File: config.mk
export PLATFORM = sky130hd
export DESIGN_NAME = ultrasonic_range_controller_unit
export DESIGN_NICKNAME = d
export VERILOG_FILES = /design/src/rtl/core/urc_pkg.sv /design/src/rtl/core/urc_cfg.sv /design/src/rtl/core/urc_ranging.sv /design/src/rtl/core/ultrasonic_range_controller_unit.sv
export SDC_FILE = /design/constraint.sdc
export NUM_CORES = 1
export LEC_CHECK = 0
export BUFFER_PORTS_ARGS = -buffer_cell sky130_fd_sc_hd__buf_2
export CORE_MARGIN = 8
export CORE_UTILIZATION = 56
export CTS_CLUSTER_DIAMETER = 120
export DETAILED_ROUTE_END_ITERATION = 8
export HOLD_SLACK_MARGIN = 0.02
export PLACE_DENSITY = 0.84
export RECOVER_POWER = 25
export SETUP_SLACK_MARGIN = 0.15
export SYNTH_ARGS = -nofsm -noshare
export SYNTH_HDL_FRONTEND = slang
export SYNTH_SLANG_ARGS = --single-unit
File: constraint.sdc
create_clock -name clk -period 12.2 [get_ports clk]
set_input_delay 0.61 -clock clk [delete_from_list [all_inputs] [get_ports clk]]
set_output_delay 0.61 -clock clk [all_outputs]
set_load 0.05 [all_outputs]
File: src/rtl/core/urc_pkg.sv
`default_nettype none

package urc_pkg;

  localparam int unsigned TRIG_HIGH_TICKS = 10;
  localparam int unsigned TRIG_LOW_TICKS  = 2;
  localparam int unsigned RANGE_DIVISOR   = 6;

  localparam int unsigned MM_W    = 13;
  localparam int unsigned LIMIT_W = 16;
  localparam int unsigned CNT_W   = 18;
  localparam int unsigned PULSE_W = 16;
  localparam int unsigned DIST_W  = 14;
  localparam int unsigned ADDR_W  = 5;
  localparam int unsigned DATA_W  = 32;

  localparam int unsigned DIST_MAX  = (1 << DIST_W) - 1;
  localparam int unsigned DIV_SHIFT = PULSE_W + 8;
  localparam int unsigned RECIP_W   = DIV_SHIFT + 1;
  localparam longint unsigned DIV_RECIP =
    ((64'd1 << DIV_SHIFT) + RANGE_DIVISOR - 1) / RANGE_DIVISOR;

  localparam logic [MM_W-1:0]    NEAR_LIMIT_RST = MM_W'(150);
  localparam logic [MM_W-1:0]    BAND_LOW_RST   = MM_W'(200);
  localparam logic [MM_W-1:0]    BAND_HIGH_RST  = MM_W'(600);
  localparam logic [LIMIT_W-1:0] ECHO_WAIT_RST  = LIMIT_W'(40000);
  localparam logic [LIMIT_W-1:0] ECHO_HIGH_RST  = LIMIT_W'(30000);
  localparam logic [CNT_W-1:0]   DEBOUNCE_RST   = CNT_W'(200000);
  localparam logic [CNT_W-1:0]   PAUSE_RST      = CNT_W'(100000);

  localparam logic [1:0] LED_OFF    = 2'b00;
  localparam logic [1:0] LED_GREEN  = 2'b01;
  localparam logic [1:0] LED_RED    = 2'b10;
  localparam logic [1:0] LED_YELLOW = 2'b11;

  typedef enum logic [2:0] {
    PH_OFF,
    PH_TRIG_LOW,
    PH_TRIG_HIGH,
    PH_WAIT_RISE,
    PH_MEASURE,
    PH_PAUSE
  } urc_phase_t;

  typedef enum logic [1:0] {
    ST_NONE,
    ST_DONE,
    ST_RISE_TIMEOUT,
    ST_HIGH_TIMEOUT
  } urc_status_t;

  typedef enum logic [2:0] {
    REG_NEAR_LIMIT,
    REG_BAND_LOW,
    REG_BAND_HIGH,
    REG_ECHO_WAIT,
    REG_ECHO_HIGH,
    REG_DEBOUNCE,
    REG_PAUSE
  } urc_reg_t;

  typedef struct packed {
    logic echo_level;
    logic button_level;
  } urc_in_t;

  typedef struct packed {
    logic               trig_level;
    logic               led_red;
    logic               led_green;
    logic               sensor_on;
    logic [1:0]         reading_status;
    logic [PULSE_W-1:0] pulse_ticks;
    logic [DIST_W-1:0]  distance_mm;
  } urc_out_t;

  typedef struct packed {
    logic [MM_W-1:0]    near_limit_mm;
    logic [MM_W-1:0]    band_low_mm;
    logic [MM_W-1:0]    band_high_mm;
    logic [LIMIT_W-1:0] echo_wait_limit;
    logic [LIMIT_W-1:0] echo_high_limit;
    logic [CNT_W-1:0]   debounce_ticks;
    logic [CNT_W-1:0]   pause_ticks;
  } urc_cfg_t;

endpackage

`default_nettype wire

File: src/rtl/core/urc_cfg.sv
`default_nettype none

module urc_cfg
  import urc_pkg::*;
(
  input  wire logic              clk,
  input  wire logic              rst_n,
  input  wire logic              psel,
  input  wire logic              penable,
  input  wire logic              pwrite,
  input  wire logic [ADDR_W-1:0] paddr,
  input  wire logic [DATA_W-1:0] pwdata,
  output logic      [DATA_W-1:0] prdata,
  output logic                   pready,
  output urc_cfg_t               cfg
);

  urc_cfg_t cfg_r;
  urc_reg_t sel;
  logic     wr_en;

  assign sel    = urc_reg_t'(paddr[ADDR_W-1:2]);
  assign wr_en  = psel && penable && pwrite;
  assign pready = 1'b1;
  assign cfg    = cfg_r;

  always_ff @(posedge clk) begin
    if (!rst_n) begin
      cfg_r.near_limit_mm   <= NEAR_LIMIT_RST;
      cfg_r.band_low_mm     <= BAND_LOW_RST;
      cfg_r.band_high_mm    <= BAND_HIGH_RST;
      cfg_r.echo_wait_limit <= ECHO_WAIT_RST;
      cfg_r.echo_high_limit <= ECHO_HIGH_RST;
      cfg_r.debounce_ticks  <= DEBOUNCE_RST;
      cfg_r.pause_ticks     <= PAUSE_RST;
    end else if (wr_en) begin
      unique case (sel)
        REG_NEAR_LIMIT: cfg_r.near_limit_mm   <= pwdata[MM_W-1:0];
        REG_BAND_LOW:   cfg_r.band_low_mm     <= pwdata[MM_W-1:0];
        REG_BAND_HIGH:  cfg_r.band_high_mm    <= pwdata[MM_W-1:0];
        REG_ECHO_WAIT:  cfg_r.echo_wait_limit <= pwdata[LIMIT_W-1:0];
        REG_ECHO_HIGH:  cfg_r.echo_high_limit <= pwdata[LIMIT_W-1:0];
        REG_DEBOUNCE:   cfg_r.debounce_ticks  <= pwdata[CNT_W-1:0];
        REG_PAUSE:      cfg_r.pause_ticks     <= pwdata[CNT_W-1:0];
        default: ;
      endcase
    end
  end

  always_comb begin
    unique case (sel)
      REG_NEAR_LIMIT: prdata = DATA_W'(cfg_r.near_limit_mm);
      REG_BAND_LOW:   prdata = DATA_W'(cfg_r.band_low_mm);
      REG_BAND_HIGH:  prdata = DATA_W'(cfg_r.band_high_mm);
      REG_ECHO_WAIT:  prdata = DATA_W'(cfg_r.echo_wait_limit);
      REG_ECHO_HIGH:  prdata = DATA_W'(cfg_r.echo_high_limit);
      REG_DEBOUNCE:   prdata = DATA_W'(cfg_r.debounce_ticks);
      REG_PAUSE:      prdata = DATA_W'(cfg_r.pause_ticks);
      default:        prdata = '0;
    endcase
  end

endmodule

`default_nettype wire

File: src/rtl/core/urc_ranging.sv
`default_nettype none

module urc_ranging
  import urc_pkg::*;
(
  input  wire logic     clk,
  input  wire logic     rst_n,
  input  wire logic     step,
  input  wire urc_in_t  item,
  input  wire urc_cfg_t cfg,
  output urc_out_t      result
);

  urc_phase_t         phase_r, phase_nxt;
  logic [CNT_W-1:0]   phase_count_r, phase_count_nxt;
  logic [PULSE_W-1:0] pulse_count_r, pulse_count_nxt;
  logic               enabled_r, enabled_nxt;
  logic               acc_btn_r, acc_btn_nxt;
  logic [CNT_W-1:0]   deb_count_r, deb_count_nxt;
  logic               deb_busy_r, deb_busy_nxt;
  logic [1:0]         led_r, led_nxt;

  logic [CNT_W-1:0]             deb_inc;
  logic [CNT_W-1:0]             pc_inc;
  logic [PULSE_W:0]             pls_inc;
  logic [PULSE_W+RECIP_W-1:0]   prod;
  logic [PULSE_W:0]             quot;
  logic [DIST_W-1:0]            range_mm;
  urc_status_t                  status;
  logic                         trig;

  // The divide by the range divisor is a multiply by its rounded-up reciprocal.
  assign prod = PULSE_W'(pulse_count_r) * RECIP_W'(DIV_RECIP);
  assign quot = prod[PULSE_W+RECIP_W-1:DIV_SHIFT];
  assign range_mm = (quot > (PULSE_W+1)'(DIST_MAX)) ? DIST_W'(DIST_MAX) : quot[DIST_W-1:0];

  assign deb_inc = (deb_count_r != '1) ? deb_count_r + 1'b1 : deb_count_r;

  always_comb begin
    phase_nxt       = phase_r;
    phase_count_nxt = phase_count_r;
    pulse_count_nxt = pulse_count_r;
    enabled_nxt     = enabled_r;
    acc_btn_nxt     = acc_btn_r;
    deb_count_nxt   = deb_count_r;
    deb_busy_nxt    = deb_busy_r;
    led_nxt         = led_r;
    status          = ST_NONE;
    trig            = 1'b0;
    pls_inc         = '0;

    if (!deb_busy_r) begin
      if (item.button_level != acc_btn_r) begin
        deb_busy_nxt  = 1'b1;
        deb_count_nxt = '0;
      end
    end else if (deb_inc >= cfg.debounce_ticks) begin
      deb_busy_nxt  = 1'b0;
      deb_count_nxt = '0;
      if (item.button_level != acc_btn_r) begin
        acc_btn_nxt = item.button_level;
        if (item.button_level) begin
          enabled_nxt     = !enabled_r;
          phase_count_nxt = '0;
          if (!enabled_r) begin
            led_nxt   = LED_GREEN;
            phase_nxt = PH_TRIG_LOW;
          end else begin
            led_nxt   = LED_OFF;
            phase_nxt = PH_OFF;
          end
        end
      end
    end else begin
      deb_count_nxt = deb_inc;
    end

    pc_inc = phase_count_nxt + 1'b1;

    unique case (phase_nxt)
      PH_TRIG_LOW: begin
        phase_count_nxt = pc_inc;
        if (pc_inc >= CNT_W'(TRIG_LOW_TICKS)) begin
          phase_nxt       = PH_TRIG_HIGH;
          phase_count_nxt = '0;
        end
      end
      PH_TRIG_HIGH: begin
        trig            = 1'b1;
        phase_count_nxt = pc_inc;
        if (pc_inc >= CNT_W'(TRIG_HIGH_TICKS)) begin
          phase_nxt       = PH_WAIT_RISE;
          phase_count_nxt = '0;
        end
      end
      PH_WAIT_RISE: begin
        if (item.echo_level) begin
          phase_count_nxt = '0;
          pls_inc         = (PULSE_W+1)'(1);
          if (pls_inc > {1'b0, cfg.echo_high_limit}) begin
            phase_nxt       = PH_PAUSE;
            pulse_count_nxt = '0;
            status          = ST_HIGH_TIMEOUT;
          end else begin
            phase_nxt       = PH_MEASURE;
            pulse_count_nxt = pls_inc[PULSE_W-1:0];
          end
        end else begin
          phase_count_nxt = pc_inc;
          if (pc_inc > CNT_W'(cfg.echo_wait_limit)) begin
            phase_nxt       = PH_PAUSE;
            phase_count_nxt = '0;
            status          = ST_RISE_TIMEOUT;
          end
        end
      end
      PH_MEASURE: begin
        if (item.echo_level) begin
          pls_inc = {1'b0, pulse_count_r} + 1'b1;
          if (pls_inc > {1'b0, cfg.echo_high_limit}) begin
            phase_nxt       = PH_PAUSE;
            phase_count_nxt = '0;
            status          = ST_HIGH_TIMEOUT;
          end else begin
            pulse_count_nxt = pls_inc[PULSE_W-1:0];
          end
        end else begin
          phase_nxt       = PH_PAUSE;
          phase_count_nxt = '0;
          status          = ST_DONE;
        end
      end
      PH_PAUSE: begin
        phase_count_nxt = pc_inc;
        if (pc_inc >= cfg.pause_ticks) begin
          phase_nxt       = PH_TRIG_LOW;
          phase_count_nxt = '0;
        end
      end
      default: begin
        phase_nxt       = PH_OFF;
        phase_count_nxt = '0;
      end
    endcase

    if (status == ST_DONE && range_mm != '0) begin
      if (range_mm < DIST_W'(cfg.near_limit_mm)) begin
        led_nxt = LED_RED;
      end else if (range_mm > DIST_W'(cfg.band_low_mm) &&
                   range_mm < DIST_W'(cfg.band_high_mm)) begin
        led_nxt = LED_YELLOW;
      end else begin
        led_nxt = LED_GREEN;
      end
    end
  end

  always_comb begin
    result.trig_level     = trig;
    result.led_red        = led_nxt[1];
    result.led_green      = led_nxt[0];
    result.sensor_on      = enabled_nxt;
    result.reading_status = status;
    result.pulse_ticks    = (status == ST_DONE) ? pulse_count_r : '0;
    result.distance_mm    = (status == ST_DONE) ? range_mm : '0;
  end

  always_ff @(posedge clk) begin
    if (!rst_n) begin
      phase_r       <= PH_OFF;
      phase_count_r <= '0;
      pulse_count_r <= '0;
      enabled_r     <= 1'b0;
      acc_btn_r     <= 1'b0;
      deb_count_r   <= '0;
      deb_busy_r    <= 1'b0;
      led_r         <= LED_OFF;
    end else if (step) begin
      phase_r       <= phase_nxt;
      phase_count_r <= phase_count_nxt;
      pulse_count_r <= pulse_count_nxt;
      enabled_r     <= enabled_nxt;
      acc_btn_r     <= acc_btn_nxt;
      deb_count_r   <= deb_count_nxt;
      deb_busy_r    <= deb_busy_nxt;
      led_r         <= led_nxt;
    end
  end

endmodule

`default_nettype wire

File: src/rtl/core/ultrasonic_range_controller_unit.sv
// Ultrasonic ranging controller, one input item per microsecond tick and exactly
// one result item per input item. An item is taken into an input register,
// the debounce, trigger, echo timing and distance logic runs on it combinationally,
// and the result lands in an output register. The block sustains one item per
// clock while out_stall is low. The input register doubles as a skid stage, so
// one item is still taken while a result waits on out_stall. Thresholds, timeouts,
// the debounce time and the pause length are APB registers at byte addresses 0
// to 24, to be written while no items are in flight.
`default_nettype none

module ultrasonic_range_controller_unit
  import urc_pkg::*;
(
  input  wire logic              clk,
  input  wire logic              rst_n,
  input  wire logic              in_valid,
  output logic                   in_stall,
  input  wire urc_in_t           in_data,
  output logic                   out_valid,
  input  wire logic              out_stall,
  output urc_out_t               out_data,
  input  wire logic              psel,
  input  wire logic              penable,
  input  wire logic              pwrite,
  input  wire logic [ADDR_W-1:0] paddr,
  input  wire logic [DATA_W-1:0] pwdata,
  output logic      [DATA_W-1:0] prdata,
  output logic                   pready
);

  urc_cfg_t cfg;
  urc_in_t  item_r;
  logic     item_vld_r;
  urc_out_t res;
  urc_out_t res_r;
  logic     res_vld_r;
  logic     adv;

  assign adv       = item_vld_r && (!res_vld_r || !out_stall);
  assign in_stall  = item_vld_r && !adv;
  assign out_valid = res_vld_r;
  assign out_data  = res_r;

  urc_cfg u_cfg (
    .clk     (clk),
    .rst_n   (rst_n),
    .psel    (psel),
    .penable (penable),
    .pwrite  (pwrite),
    .paddr   (paddr),
    .pwdata  (pwdata),
    .prdata  (prdata),
    .pready  (pready),
    .cfg     (cfg)
  );

  urc_ranging u_ranging (
    .clk    (clk),
    .rst_n  (rst_n),
    .step   (adv),
    .item   (item_r),
    .cfg    (cfg),
    .result (res)
  );

  always_ff @(posedge clk) begin
    if (!rst_n) begin
      item_vld_r <= 1'b0;
      res_vld_r  <= 1'b0;
    end else begin
      if (in_valid && !in_stall) begin
        item_vld_r <= 1'b1;
      end else if (adv) begin
        item_vld_r <= 1'b0;
      end
      if (adv) begin
        res_vld_r <= 1'b1;
      end else if (!out_stall) begin
        res_vld_r <= 1'b0;
      end
    end
  end

  always_ff @(posedge clk) begin
    if (in_valid && !in_stall) begin
      item_r <= in_data;
    end
    if (adv) begin
      res_r <= res;
    end
  end

endmodule

`default_nettype wire

======== Yosys cells after proc, flatten, opt, wreduce, memory -nomap -nowiden ========
Index checks and enable logic that the tools add are counted.
word-level totals
  register bits ........................... 207
  input bits .............................. 46
  output and inout bits ................... 71
operators by class
  add/subtract/negate cells ............... 3
  multiply operators ...................... 1
  order comparisons ....................... 11
  equality and inequality tests ........... 18
  muxes and demuxes ....................... 63
  reduce and logical (&&, ||, !) cells .... 28
operator list
  operator                                                                               number
  18-bit two-way mux                                                                     15
  18-bit one-hot mux with 7 select lines                                                 1
  18-bit one-hot mux with 5 select lines                                                 1
  16-bit two-way mux                                                                     3
  16-bit by 22-bit multiplier with 38-bit output (second input constant)                 1
  18-bit by 1-bit adder with 18-bit output (second input constant)                       2
  18-bit greater-or-equal comparator                                                     2
  3-bit two-way mux                                                                      11
  16-bit one-hot mux with 2 select lines                                                 1
  14-bit by 13-bit < comparator with 1-bit output                                        2
  2-bit two-way mux                                                                      12
  18-bit by 2-bit greater-or-equal comparator with 1-bit output (second input constant)  1
  18-bit by 4-bit greater-or-equal comparator with 1-bit output (second input constant)  1
  18-bit by 16-bit > comparator with 1-bit output                                        1
  18-bit inequality test (second input constant)                                         1
  16-bit by 1-bit adder with 17-bit output (second input constant)                       1
  17-bit by 16-bit > comparator with 1-bit output                                        1
  1-bit by 16-bit > comparator with 1-bit output (first input constant)                  1
  1-bit two-way mux                                                                      16
  2-bit AND reduction                                                                    8
  3-bit == test (second input constant)                                                  5
  3-bit one-hot mux with 5 select lines                                                  1
  14-bit by 13-bit > comparator with 1-bit output                                        1
  14-bit > comparator (second input constant)                                            1
  16 further kinds                                                                       34

======== Longest topological paths before layout ========
Gate-level depths: netlist of run 1.
  depth in word-level cells ............... 13
  gate-level depth with buffers ........... 36
  mapped depth without buffers ............ 33

======== By module ========
A second synthesis of run 1 with hierarchy kept.
unflattened totals
  cells, all modules ...................... 2088
  area, all modules ....................... 18159.9 µm²
by module, submodules not included
  module                            instances  cells an instance  area each (µm²)  seq. area each (µm²)
  urc_ranging                       1          1494               11873.9          1201.2
  urc_cfg                           1          548                5061.1           2142.1
  ultrasonic_range_controller_unit  1          46                 1224.9           1181.1

======== Worst setup path after synthesis of run 1 ========
Ideal clock, no wire load.
  path kind ............................... register to register
  from .................................... register u_ranging.deb_count_r[3]
  to ...................................... register u_ranging.phase_count_r[12]
  setup time .............................. 0.076 ns
  arrival ................................. 7.542 ns
  required time ........................... 12.124 ns
  setup slack ............................. 4.582 ns
  cell stages (with the launch flop) ...... 37
  path buffers ............................ 4
  cell sequence ........................... dfxtp_1 clkbuf_1 and4_1 nand3_1 nor4_1 nand2_1 nand2_1 nor3_1 nand3_1 xnor2_1 ha_1 a21o_1 a21o_1 a21oi_1 o221ai_1 a21o_1 nand2_1 clkbuf_1 and2_1 ha_1 clkbuf_1 and3_1 clkbuf_1 nand3_1 xor2_1 nor2_1 ha_1 a21o_1 a21o_1 a221o_1 o21ai_0 a32oi_1 a2111o_1 o211ai_1 o21ai_1 or4b_2 a21boi_0
between the ends
  word-level cells in the longest chain between the ends .. 10
  elaborated cells on any way between the ends .. 26
ends and longest elaborated chain
  item                                                                                       RTL line            source
  start, declared                                                                            urc_ranging.sv:19   logic [CNT_W-1:0] deb_count_r, deb_count_nxt;
  start signal, assigned                                                                     urc_ranging.sv:184  deb_count_r <= deb_count_nxt;
  18-bit by 1-bit adder with 18-bit output / 18-bit inequality test (equally long branches)  urc_ranging.sv:37   assign deb_inc = (deb_count_r != '1) ? deb_count_r + 1'b1 : deb_count_r;
  18-bit two-way mux *                                                                       urc_ranging.sv:37
  18-bit greater-or-equal comparator *                                                       urc_ranging.sv:57   end else if (deb_inc >= cfg.debounce_ticks) begin
  18-bit two-way mux                                                                         urc_ranging.sv:57
  18-bit two-way mux                                                                         urc_ranging.sv:52   if (!deb_busy_r) begin
  18-bit by 1-bit adder with 18-bit output                                                   urc_ranging.sv:78   pc_inc = phase_count_nxt + 1'b1;
  18-bit by 16-bit > comparator with 1-bit output                                            urc_ranging.sv:110  if (pc_inc > CNT_W'(cfg.echo_wait_limit)) begin
  18-bit two-way mux                                                                         urc_ranging.sv:110
  18-bit two-way mux                                                                         urc_ranging.sv:97   if (item.echo_level) begin
  18-bit one-hot mux with 5 select lines *                                                   urc_ranging.sv:80   unique case (phase_nxt)
  end signal, assigned                                                                       urc_ranging.sv:180  phase_count_r <= phase_count_nxt;
  end, declared                                                                              urc_ranging.sv:15   logic [CNT_W-1:0] phase_count_r, phase_count_nxt;
Mark *: on every way between the ends. The rest lies on a longest branch, timed or not.
A chain may end at the register's enable or synchronous reset.

======== Worst setup path after layout of run 1 ========
  from .................................... register u_ranging.deb_count_r[3]
  to ...................................... register u_ranging.phase_count_r[4]
The elaborated chain is that of the path after synthesis.

==> results of run 1 <==
==> synthesized netlist by cell type, drive strengths merged, types with 8 or more instances <==
master / n / area [um2]
inv: 279 / 1050
nand2: 275 / 1030
ha: 228 / 2850
dfxtp: 169 / 3380
a21oi: 147 / 736
nor2: 112 / 420
fa: 81 / 1620
clkbuf: 71 / 267
o21ai: 69 / 345
o211ai: 50 / 375
nand3: 49 / 245
and3: 43 / 269
a21o: 42 / 315
edfxtp: 38 / 1140
nand4: 32 / 200
nor3: 31 / 160
nor2b: 30 / 188
xnor2: 29 / 254
buf: 23 / 144
a22oi: 22 / 165
xor2: 22 / 193
mux2i: 21 / 210
nand2b: 17 / 106
o21a: 16 / 120
a211oi: 12 / 90.1
a31oi: 12 / 75.1
and2: 11 / 68.8
or2: 10 / 62.6
a21boi: 8 / 60.1
mux4: 8 / 180
o221ai: 8 / 76.3
or3: 8 / 50.1
==> logic make-up (layout without fill, tap and decap cells) <==
logic type	Yosys count	in the layout	share of synthesized area
and+or+nand+nor	648	648	0.175
AOI/OAI and AO/OA	458	458	0.174
other	2	16	0.000431
adders and majority gates	309	309	0.257
buffers and inverters	373	421	0.0836
xor gates and xnor gates	51	51	0.0256
muxes	33	33	0.0250
DFF	207	207	0.259
==> flip-flops by register name (all words and copies together), names as in the netlist, 2 cells and up <==
register and flops:
u_cfg.cfg 107, out_data 36, u_ranging.deb_count_r 18, u_ranging.phase_count_r 18, u_ranging.pulse_count_r 16, u_ranging.phase_r 3, item_r 2, u_ranging.led_r 2
==> worst max-delay path: cells and delay by family, from the launching register on <==
family	cells	cell delay, ps
AND/OR/NAND/NOR	12	3330
AO/OA/AOI/OAI	15	3680
adder cells (fa/ha/maj)	3	910
flip-flops	1	480
XOR/XNOR	2	450
==> per-stage QoR <==
step	instances	utilization	setup slack [ps]	hold slack [ps]
6_report	2539	0.617	3300	256
5_1_grt	2539	0.617	2580	250
4_1_cts	2538	0.619	3480	240
3_5_place_dp	2493	0.590	3540	446
3_3_place_gp	2493	0.590	3730	441
2_1_floorplan	2094	-	4580	436
==> power by group <==
group	leakage (nW)	internal (mW)	total (mW)	switching (mW)
sequential	1.72	0.706	0.712	0.00636
combinational	6.62	0.0299	0.136	0.106
clock	0.446	0.503	0.816	0.313
total	8.78	1.24	1.66	0.426
==> metal layers <==
layer / global-route usage / up-vias / wire (um)
li1: - / 7263 / -
met1: 0.335 / 7361 / 19800
met2: 0.447 / 717 / 23500
met3: 0.0325 / 153 / 4030
met4: 0.120 / 2 / 2260
met5: 0 / - / 13
==> final timing paths <==
kind                                               from                                       to  slack, ps  depth (start not counted)
setup / recovery  u_ranging.deb_count_r[3]$_SDFFE_PN0P_  u_ranging.phase_count_r[4]$_SDFFE_PN0P_       3300                         32
setup reg to reg  u_ranging.deb_count_r[3]$_SDFFE_PN0P_  u_ranging.phase_count_r[4]$_SDFFE_PN0P_       3300                         32
hold / removal                               in_data[1]                      item_r[1]$_DFFE_PP_        260                          1
hold reg to reg              u_cfg.cfg[59]$_SDFFE_PN0P_               u_cfg.cfg[59]$_SDFFE_PN0P_        460                          2
==> cell type report <==
| type | instances | area [um2] |
|---|---|---|
| timing repair buffer | 97 | 453 |
| clock inverter | 11 | 138 |
| inverter | 279 | 1050 |
| tap | 396 | 495 |
| multi-input combinational | 1514 | 11500 |
| fill | 2610 | 11700 |
| antenna | 1 | 2.50 |
| sequential | 207 | 4520 |
| clock buffer | 34 | 764 |
==> impl_metrics.env, run 1 <==
export IMPL_status="finished with violations"
export IMPL_violations="capacitance limit, slew limit"
export IMPL_max_stage_delay_ps=660
export IMPL_mostFrequentLayoutCell="inv_1"
export IMPL_antenna_found_initial=2
export IMPL_finalMaxSlewViolations=202
export IMPL_io_pins=117
export IMPL_viasPerCell=6.10
export IMPL_dr_pass1_iters=6
export IMPL_drt_iter0_drc=1370
export IMPL_power_mw=1.66
export IMPL_track_usage=0.264
export IMPL_dieArea_um2=37000
export IMPL_syn_avg_cell_area_um2=8.38
export IMPL_cts_tree="yes"
export IMPL_hold_viol=0
export IMPL_ys_warn_count=0
export IMPL_power_per_cell_area_nw_per_um2=87.9
export IMPL_die_height_um=192
export IMPL_ant_nets=0
export IMPL_root_buffer="clkbuf_16"
export IMPL_cp_max_fo=13
export IMPL_clk_pin_slew_ps=70
export IMPL_synthCells=2081
export IMPL_cts_resized=0
export IMPL_insertion_delay_ps=540
export IMPL_seq_area_frac_synth=0.259
export IMPL_async_reset_ff_frac=0
export IMPL_start_kind="flip-flop"
export IMPL_cts_hold_buf=0
export IMPL_crit_path_frequent_cell="a21o_1"
export IMPL_grt_pass1_wl_um=78900
export IMPL_cts_made_buffers=26
export IMPL_setup_viol=0
export IMPL_clock_path_buffers=3
export IMPL_areaGrowthSynthToFinish_pct=8.57
export IMPL_htree_num_levels=1
export IMPL_period_share=0.730
export IMPL_synth_edf_count=38
export IMPL_power_leakage_nw=8.78
export IMPL_start_util=0.569
export IMPL_synthFlopType="dfxtp_1"
export IMPL_slowest_stage="nor4_1"
export IMPL_nets=2480
export IMPL_synth_seq_cells=207
export IMPL_final_cell_mix="inv_1 (278), nand2_1 (275), ha_1 (228)"
export IMPL_num_vias=15500
export IMPL_crit_path_end_kind="flip-flop"
export IMPL_grt_pass1_vias=15200
export IMPL_coreArea_um2=30700
export IMPL_io_buffers=85
export IMPL_fp_dieW_um=192
export IMPL_wl_per_cell_um=19.5
export IMPL_drive_above_1_share=0.0630
export IMPL_clock_skew_ps=19.3
export IMPL_post_route_min_period_ps=8900
export IMPL_hold_class="input pin to flip-flop"
export IMPL_critPathKind="flip-flop to flip-flop"
export IMPL_setup_tns_ps=0
export IMPL_clock_sinks=207
export IMPL_gp_congestion=0.961
export IMPL_crit_arrival_ps=9380
export IMPL_peakVddDrop_uv=73.7
export IMPL_wl_um=49600
export IMPL_dpl_hpwl_um=38100
export IMPL_cts_setup_buffers=0
export IMPL_stdcell_area_um2=18900
export IMPL_grt_max_degree=89
export IMPL_cp_data_required_time_ps=12680
export IMPL_worstMarginPinSlew_ps=4480
export IMPL_synth_distinct_cells=74
export IMPL_max_freq_mhz=112
export IMPL_rows=64
export IMPL_synth_area_um2=17400
export IMPL_slew_headroom=-1.99
export IMPL_maxCapViolCount=3
export IMPL_grt_remaining_overflow=0
export IMPL_rsz0062_at_grt="false"
export IMPL_dpl_cell_area_um2=18100
export IMPL_drc_errors=0
No activity file was read; power rests on OpenSTA's default activity.
==> inputs of run 2 (changes only) <==
==> constraint.sdc (replaced) <==
create_clock -name clk -period 8.9 [get_ports clk]
set_input_delay 0.445 -clock clk [delete_from_list [all_inputs] [get_ports clk]]
set_output_delay 0.445 -clock clk [all_outputs]
set_load 0.05 [all_outputs]
==> run 2 against run 1 <==
The flow still finishes with violations (capacitance limit, slew limit). Count of clock-buffer cells in the layout unchanged. Non-clock buffer count grew 5. Combinational power up 37%. Final cell count up 0.16%. Sequential share of layout area is essentially flat. Critical endpoint is now u_ranging.led_r[1]$_SDFFE_PN0P_.
==> impl_metrics.env, run 2 (same netlist as run 1, synthesis figures left out) <==
export IMPL_status="finished with violations"
export IMPL_violations="capacitance limit, slew limit"
export IMPL_largest_reg_flops=107
export IMPL_clock_sinks=207
export IMPL_power_leakage_nw=8.82
export IMPL_root_buffer="clkbuf_16"
export IMPL_crit_arrival_ps=8760
export IMPL_critPathKind="flip-flop to flip-flop"
export IMPL_antenna_found_initial=1
export IMPL_timing_final_ws_setup_ps=588
export IMPL_final_seq_area_um2=4520
export IMPL_drt_iter0_drc=1517
export IMPL_dpl_hpwl_um=37800
export IMPL_fp_dieW_um=192
export IMPL_cts_tree="yes"
export IMPL_drc_errors=0
export IMPL_grt_remaining_overflow=0
export IMPL_cts_made_buffers=25
export IMPL_rows=64
export IMPL_insertion_delay_ps=520
export IMPL_cts_setup_buffers=0
export IMPL_slowest_stage="fa_1"
export IMPL_nets=2484
export IMPL_cp_data_required_time_ps=9350
export IMPL_areaGrowthSynthToFinish_pct=8.79
export IMPL_crit_path_frequent_cell="fa_1"
export IMPL_clk_pin_slew_ps=60
export IMPL_maxCapViolCount=2
export IMPL_track_usage=0.258
export IMPL_grt_pass1_vias=14900
export IMPL_multiInputGateArea_um2=11500
export IMPL_r2r_end="u_ranging.led_r[1]$_SDFFE_PN0P_"
export IMPL_diodes=0
export IMPL_gp_congestion=0.972
export IMPL_worstMarginPinSlew_ps=4210
export IMPL_clock_skew_ps=16.1
export IMPL_mostFrequentLayoutCell="inv_1"
export IMPL_dieArea_um2=37000
export IMPL_max_freq_mhz=120
export IMPL_dr_pass1_iters=6
export IMPL_place_ws_ps=811
export IMPL_io_buffers=85
export IMPL_crit_path_start="u_ranging.pulse_count_r[3]$_SDFFE_PN0P_"
export IMPL_grt_pass1_wl_um=77200
export IMPL_wl_um=49000
export IMPL_io_pins=117
export IMPL_slew_headroom=-1.81
export IMPL_nFillCells=2588
export IMPL_viasPerCell=6.11
export IMPL_final_cell_mix="inv_1 (279), nand2_1 (275), ha_1 (228)"
export IMPL_ant_nets=0
export IMPL_crit_path_end="u_ranging.led_r[1]$_SDFFE_PN0P_"
export IMPL_finalMaxSlewViolations=128
export IMPL_hold_viol=0
export IMPL_power_per_cell_area_nw_per_um2=119
export IMPL_max_stage_delay_ps=600
export IMPL_rsz0062_at_grt="false"
export IMPL_ff2ff_path_depth=29
export IMPL_start_kind="flip-flop"
export IMPL_crit_path_end_kind="flip-flop"
export IMPL_cts_resized=0
export IMPL_setup_viol=0
export IMPL_coreArea_um2=30700
export IMPL_start_util=0.569
export IMPL_peakVddDrop_uv=93.2
export IMPL_die_height_um=192
export IMPL_grt_max_degree=89
export IMPL_num_vias=15500
export IMPL_cp_max_fo=9
export IMPL_r2r_setup_slack_ps=590
export IMPL_period_share=0.934
export IMPL_r2r_start="u_ranging.pulse_count_r[3]$_SDFFE_PN0P_"
export IMPL_hold_class="input pin to flip-flop"
export IMPL_setup_tns_ps=0
export IMPL_drive_above_1_share=0.0666
export IMPL_wl_per_cell_um=19.3
export IMPL_cts_hold_buf=0
export IMPL_post_route_min_period_ps=8310
export IMPL_htree_num_levels=1
export IMPL_clock_path_buffers=3
[run 2: final cells by class]
| class | instances | area share |
|---|---|---|
| clock inverters | 11 | 0.00739 |
| repair buffers | 102 | 0.0260 |
| clock buffers | 34 | 0.0402 |
| multi-input cells | 1514 | 0.607 |
| inverters | 279 | 0.0552 |
| flip-flops and latches | 207 | 0.238 |
| well taps | 396 | 0.0261 |
[run 2: worst min path at each step]
stage	startpoint	to	slack, ps	cells after the start
finish	in_data[1]	item_r[1]$_DFFE_PP_	100	1
global route	in_data[1]	item_r[1]$_DFFE_PP_	90	1
CTS	in_data[1]	item_r[1]$_DFFE_PP_	90	1
detailed placement	u_cfg.cfg[93]$_SDFFE_PN0P_	u_cfg.cfg[93]$_SDFFE_PN0P_	450	2
global placement	u_cfg.cfg[89]$_SDFFE_PN0P_	u_cfg.cfg[89]$_SDFFE_PN0P_	440	2
floorplan	u_cfg.cfg[100]$_SDFFE_PN0P_	u_cfg.cfg[100]$_SDFFE_PN0P_	440	2
[run 2: through the flow]
step	instances	hold WS [ps]	util	power, mW	cell area [um2]
global route	2543	91.2	0.619	2.33	19000
floorplan	2094	436	-	1.13	17500
finish	2543	102	0.619	2.27	19000
CTS	2543	88.8	0.621	2.27	19000
detailed placement	2498	446	0.591	1.18	18100
global placement	2498	441	0.591	1.18	18100
[run 2: power by group]
group	switching, mW	internal, mW	total (mW)
sequential	0.00868	0.967	0.976
clock	0.418	0.686	1.10
combinational	0.146	0.0411	0.187
total	0.572	1.69	2.27
[run 2: critical path, delay by kind of cell, from the launching register on]
kind	cells	cell delay, ps
flops	1	560
fa+ha+maj	8	3690
compound gates	11	2240
mux	1	310
buf+inv	4	340
simple gates	5	1060
[run 2: routing by layer]
layer,GRT usage,vias up,routed length (um)
li1,-,7285,-
met1,0.331,7340,19100
met2,0.429,751,23200
met3,0.0361,152,4480
met4,0.113,2,2240
met5,0,-,12
==> inputs of run 3 (changes only) <==
--- a/config.mk
+++ b/config.mk
@@ -8,6 +8,7 @@
 export BUFFER_PORTS_ARGS = -buffer_cell sky130_fd_sc_hd__buf_2
 export CORE_MARGIN = 8
 export CORE_UTILIZATION = 56
+export CTS_BUF_LIST = sky130_fd_sc_hd__clkbuf_16
 export CTS_CLUSTER_DIAMETER = 120
 export DETAILED_ROUTE_END_ITERATION = 8
 export HOLD_SLACK_MARGIN = 0.02
==> run 3 against run 2 <==
The flow still finishes with violations (capacitance limit, slew limit). Clock power down 5%. Non-clock buffer count did not move. Via count up 0.17%. Largest cell class unchanged. Largest power group unchanged.
==> impl_metrics.env, run 3 (same netlist as run 1, synthesis figures left out) <==
export IMPL_status="finished with violations"
export IMPL_violations="capacitance limit, slew limit"
export IMPL_ant_nets=0
export IMPL_start_kind="flip-flop"
export IMPL_clock_path_buffers=3
export IMPL_clock_sinks=207
export IMPL_cts_made_buffers=25
export IMPL_drt_iter0_drc=1499
export IMPL_grt_pass1_vias=14900
export IMPL_cp_data_required_time_ps=9350
export IMPL_hold_viol=0
export IMPL_cts_tree="yes"
export IMPL_fp_dieW_um=192
export IMPL_io_pins=117
export IMPL_cts_setup_buffers=0
export IMPL_crit_path_end="u_ranging.led_r[1]$_SDFFE_PN0P_"
export IMPL_cp_max_fo=9
export IMPL_slowest_stage="fa_1"
export IMPL_holdPathStages=1
export IMPL_slew_headroom=-1.83
export IMPL_setup_tns_ps=0
export IMPL_critPathKind="flip-flop to flip-flop"
export IMPL_drive_above_1_share=0.0643
export IMPL_num_vias=15600
export IMPL_ff2ff_path_depth=29
export IMPL_dr_pass1_iters=7
export IMPL_htree_num_levels=1
export IMPL_coreArea_um2=30700
export IMPL_crit_path_start="u_ranging.pulse_count_r[3]$_SDFFE_PN0P_"
export IMPL_final_cell_mix="inv_1 (280), nand2_1 (275), ha_1 (228)"
export IMPL_min_from="in_data[1]"
export IMPL_mostFrequentLayoutCell="inv_1"
export IMPL_r2r_start="u_ranging.pulse_count_r[3]$_SDFFE_PN0P_"
export IMPL_wl_per_cell_um=19.3
export IMPL_post_route_min_period_ps=8220
export IMPL_io_buffers=85
export IMPL_rows=64
export IMPL_setup_viol=0
export IMPL_timing_final_ws_setup_ps=683
export IMPL_r2r_setup_slack_ps=680
export IMPL_cts_hold_buf=0
export IMPL_track_usage=0.258
export IMPL_drc_errors=0
export IMPL_rsz0062_at_grt="false"
export IMPL_r2r_end="u_ranging.led_r[1]$_SDFFE_PN0P_"
export IMPL_cts_resized=0
export IMPL_worstMarginPinSlew_ps=4250
export IMPL_crit_path_frequent_cell="fa_1"
export IMPL_nets=2484
export IMPL_viasPerCell=6.12
export IMPL_root_buffer="clkbuf_16"
export IMPL_insertion_delay_ps=520
export IMPL_hold_slack_ps=100
export IMPL_crit_path_end_kind="flip-flop"
export IMPL_clock_skew_ps=17.5
export IMPL_dpl_hpwl_um=37800
export IMPL_maxCapViolCount=2
export IMPL_clk_pin_slew_ps=60
export IMPL_finalMaxSlewViolations=128
export IMPL_hold_class="input pin to flip-flop"
export IMPL_die_height_um=192
export IMPL_crit_arrival_ps=8670
export IMPL_wl_um=49100
export IMPL_areaGrowthSynthToFinish_pct=8.44
export IMPL_grt_pass1_wl_um=77200
export IMPL_antenna_found_initial=1
export IMPL_peakVddDrop_uv=93.9
export IMPL_power_per_cell_area_nw_per_um2=117
export IMPL_gp_congestion=0.972
export IMPL_dieArea_um2=37000
export IMPL_grt_remaining_overflow=0
export IMPL_power_leakage_nw=8.79
export IMPL_max_stage_delay_ps=600
export IMPL_largest_reg_flops=107
export IMPL_period_share=0.923
export IMPL_place_ws_ps=811
export IMPL_diodes=0
export IMPL_max_freq_mhz=122
export IMPL_start_util=0.569
export IMPL_grt_max_degree=89
-- run 3: cell types whose count changed in the layout (fill, tap and decap cells not counted), sizes merged --
cell,change
clkbuf,-7
clkinv,+5
inv,+2
-- run 3: power breakdown --
part	switching, mW	internal [mW]	leakage (nW)
clock network	0.420	0.634	0.421
registers	0.00865	0.967	1.72
logic	0.146	0.0411	6.65
-- run 3: worst max-delay path: cells and delay by family (launching register included) --
family,cells,cell delay [ps]
adders and majority gates,8,3700
AOI/OAI and AO/OA,11,2190
and+or+nand+nor,5,1010
DFF,1,560
buffers and inverters,4,340
muxes,1,310
-- run 3: worst min path at each step --
stage                                        endpoint  slack, ps
after floorplan           u_cfg.cfg[100]$_SDFFE_PN0P_        440
after global placement     u_cfg.cfg[89]$_SDFFE_PN0P_        440
after detailed placement   u_cfg.cfg[93]$_SDFFE_PN0P_        450
after CTS                         item_r[1]$_DFFE_PP_         90
after global routing              item_r[1]$_DFFE_PP_         90
final                             item_r[1]$_DFFE_PP_        100
-- run 3: metrics by stage --
step / util / power [mW] / instances / instance area, um2
finish: 0.617 / 2.22 / 2543 / 18900
global route: 0.617 / 2.27 / 2543 / 18900
CTS: 0.619 / 2.22 / 2543 / 19000
detailed placement: 0.591 / 1.18 / 2498 / 18100
global placement: 0.591 / 1.18 / 2498 / 18100
floorplan: - / 1.13 / 2094 / 17500
-- run 3: cell type report --
cell class,instances,area [um2]
clock buffers,27,676
clock inverters,18,166
fillers,2603,11800
inverters,279,1050
multi-input cells,1514,11500
flip-flops and latches,207,4520
well taps,396,495
repair buffers,102,494
-- run 3: layer usage --
metal | GRT usage | part of all wire | wire length, um
met1 | 0.330 | 0.39 | 19300
met2 | 0.431 | 0.47 | 23300
met3 | 0.0379 | 0.088 | 4310
met4 | 0.108 | 0.043 | 2100
met5 | 0 | 0.00024 | 12
